==> src/hw/rtl/voxel_grid_trilinear_sampler_assert.svh <==
// Assertion macros for the RTL of the voxel grid sampler.
// Needs a clock named clk and an active-low reset named rst_n in the using scope.
`ifndef VOXEL_GRID_TRILINEAR_SAMPLER_ASSERT_SVH
`define VOXEL_GRID_TRILINEAR_SAMPLER_ASSERT_SVH

`ifndef NO_ASSERTIONS
// Checks a property at every rising clock edge outside reset.
`define VGTS_ASSERT(lbl, prop) \
  lbl: assert property (@(posedge clk) disable iff (!rst_n) (prop)) \
    else $error("vgts assertion failed");
// Checks that a condition never holds outside reset.
`define VGTS_NEVER(lbl, cond) \
  lbl: assert property (@(posedge clk) disable iff (!rst_n) !(cond)) \
    else $error("vgts forbidden condition seen");
`else
`define VGTS_ASSERT(lbl, prop)
`define VGTS_NEVER(lbl, cond)
`endif

`endif

==> src/hw/rtl/vgts_ram.sv <==
// Generic single-port RAM with registered read data.
// No dependencies; used for the voxel store of the sampler.
`default_nettype none

module vgts_ram #(
  parameter int WIDTH = 8,
  parameter int DEPTH = 256
) (
  input  wire logic                     clk,
  input  wire logic                     en,
  input  wire logic                     we,
  input  wire logic [$clog2(DEPTH)-1:0] addr,
  input  wire logic [WIDTH-1:0]         wdata,
  output logic      [WIDTH-1:0]         rdata
);

  logic [WIDTH-1:0] mem [DEPTH];

  always_ff @(posedge clk) begin
    if (en) begin
      if (we) begin
        mem[addr] <= wdata;
      end else begin
        rdata <= mem[addr];
      end
    end
  end

endmodule

`default_nettype wire

==> config.mk <==
export PLATFORM = sky130hd
export DESIGN_NAME = vgts_ram
export DESIGN_NICKNAME = d
export VERILOG_FILES = /design/src/hw/rtl/voxel_grid_trilinear_sampler_assert.svh /design/src/hw/rtl/vgts_ram.sv
export SDC_FILE = /design/constraint.sdc
export NUM_CORES = 2
export LEC_CHECK = 0
export BUFFER_PORTS_ARGS = -buffer_cell sky130_fd_sc_hd__buf_2
export CORE_UTILIZATION = 64
export CTS_CLUSTER_SIZE = 14
export DETAILED_ROUTE_END_ITERATION = 10
export MAX_ROUTING_LAYER = met4
export PLACE_DENSITY = 0.8
export SLEW_MARGIN = 10
export SYNTH_ARGS = -nofsm -noshare
export SYNTH_HDL_FRONTEND = slang
export SYNTH_SLANG_ARGS = --single-unit
==> constraint.sdc <==
create_clock -name clk -period 7.83 [get_ports clk]
set_input_delay 1.1745 -clock clk [delete_from_list [all_inputs] [get_ports clk]]
set_output_delay 1.1745 -clock clk [all_outputs]
set_load 0.05 [all_outputs]
==> impl_metrics.toml <==
[cells_and_area]
final_cell_mix = "edfxtp_1, mux4_2, nor2_1"
drive_gt1_share_pct = 23.7
fill_cells = 6603
final_common_cell = "edfxtp_1"
seq_area_mm2 = 0.0617
multiInputGateArea_mm2 = 0.0158
final_core_util_pct = 70.9
instances_no_fill = 5366
syn_to_final_growth_pct = 9.95
nets = 3599

[timing]
tightest_slew_ns = 1.42
slew_viol_final = 0
slew_headroom_pct = 5.66
fmax_ghz = 0.211
fin_crit_ns = 4.74
rsz0062_at_grt = "no"
hold_violations = 0
finalSetupTns_ns = 0
fin_crit_sh_pct = 60.5
skew_ns = 0.0371
setup_viol = 0

[route]
wl_um = 192000
antenna_left = 0
drc_errors = 0
vias = 38800
dr.pass1.iters = 6
viasPerCell = 7.23
drt_iter0_drc = 6003
wl_per_cell_um = 35.7

[clocking]
cts_tree = "yes"
clockRootBuffer = "clkbuf_16"
post_cts_buffers = 0
cts-resized-gates = 0
clkLatencyLatePin_ns = 0.82
cts_max_level = 4
cts_buffer_depth = 3
clock-sinks = 2056
clk_pin_slew_ns = 0.06
cts_hold_buf = 0
cts_buffers = 190

[status]
status = "completed"

[grt]
grt-ovfl-total = 0
antenna_found_initial = 7
grt_max_degree = 162
use_met1_pct = 43.3
grt_pass1_wl_um = 276000
first_global_vias = 39400
grt_usage_pct = 32.3
grt_most_used_layer = "met2"
grtUsageMet3_pct = 7.31
use_met2_pct = 48.7

[worst_setup_path]
cp_max_fo = 108
crit_chain = "buf_8 -> buf_12 -> mux4_2 -> a22oi_1 -> a21oi_1 -> o41ai_1 -> nand4_1"
end_kind = "flop"
critical-path-top-delay-family = "compound AO/OA/AOI/OAI gates"
crit_type = "in -> reg"
startpoint_type = "input pin"
slowest_delay_ns = 1.04
slowest_stage = "o41ai_1"
crit_buf_inv = 2
cp_data_required_time_ns = 8.30
crit_arrival_ns = 5.21

[floorplan]
core-area_mm2 = 0.122
die_area_mm2 = 0.124
start_util_pct = 64.5
rows = 128
io_pins = 27
die_w_um = 352
fp.dieH_um = 352

[synthesis]
synth_top_area_share_pct = 78.8
synth-seq-cells = 2056
ys_warn_count = 0
synthesis.area_mm2 = 0.0784
syn_nets = 3545
async_flop_share_pct = 0
synth_cells = 3526
synth_area_leaders = "edfxtp_1, mux4_2, a22oi_1"
synth-edff-count = 2056
yosysTopAreaCell = "edfxtp_1"
synth_top_flop_cell = "edfxtp_1"
synth_cell_type_count = 21
yosysSeqAreaShare_pct = 78.8
syn_avg_cell_area_um2 = 22.2

[job]
drv_cap = 0

[pwr]
p_leak_nw = 26.0
power.density_mw_per_mm2 = 254
ir_drop_uv = 247

[placed_design]
placedCellCount = 5013
gp_congestion = 0.846
hpwl_um = 102000
port_buffers = 26

[min_path]
hold_path.class = "in -> reg"
[layer usage]
layer	up-vias	wire, µm
li1	15100	-
met1	20000	66700
met2	3115	92500
met3	543	23400
met4	0	9040
met5	-	0
[power by group]
| group | switching, mW | leakage [nW] | internal, mW |
|---|---|---|---|
| Sequential | 0.00762 | 18.5 | 12.1 |
| Combinational | 0.645 | 4.69 | 0.324 |
| Clock | 3.99 | 2.85 | 4.82 |
| Total | 4.64 | 26.0 | 17.3 |
[cell usage after synthesis (4+ instances only)]
master / count
o41ai_1: 32
buf_4: 11
a21oi_1: 128
nor2b_1: 7
nand2_1: 30
mux4_2: 512
buf_6: 9
edfxtp_1: 2056
nor2_1: 259
a22oi_1: 256
nand3_1: 4
buf_1: 21
clkbuf_1: 143
buf_2: 41
nand4_1: 8
[kinds of logic (layout without fill, tap and decap cells)]
group / after synthesis / count (layout) / share of synthesized area (%)
DFF: 2056 / 2056 / 78.8
other: 0 / 8 / 0
and+or+nand+nor: 317 / 317 / 1.61
AOI/OAI and AO/OA: 416 / 416 / 3.63
muxes: 512 / 512 / 14.7
buffers and inverters: 225 / 432 / 1.28
[final cells by class]
class	count	area share (%)
Multi-Input combinational cell	1245	18.3
Timing Repair Buffer	87	0.926
Clock buffer	238	5.87
Sequential cell	2056	71.6
Antenna cell	8	0.0232
Clock inverter	107	0.829
Tap cell	1625	2.36
[flip-flops by register name, indices dropped and copies added (netlist names)]
signal,cells
mem,2048
rdata,8
[per-stage QoR]
step	hold WS (ns)	cell area [µm²]	worst slack [ns]	total power, mW
2_1_floorplan	0.896	78400	4.36	12.9
3_3_place_gp	1.04	80300	1.66	13.3
3_5_place_dp	1.04	80400	2.36	13.3
4_1_cts	0.903	86100	3.19	21.9
5_1_grt	0.894	86200	2.99	22.3
6_report	0.897	86200	3.09	21.9
[final timing paths]
| check | from | end | slack (ns) | cells past startpoint |
|---|---|---|---|---|
| worst min register to register | mem[227][7]$_DFFE_PP_ | rdata[7]$_DFFE_PP_ | 1.06 | 5 |
| worst min-delay path | wdata[1] | mem[94][1]$_DFFE_PP_ | 0.90 | 1 |
| worst max-delay path | addr[0] | rdata[4]$_DFFE_PP_ | 3.09 | 7 |
| worst max register to register | mem[167][6]$_DFFE_PP_ | rdata[6]$_DFFE_PP_ | 4.68 | 5 |
No activity file was read; power rests on OpenSTA's default activity.
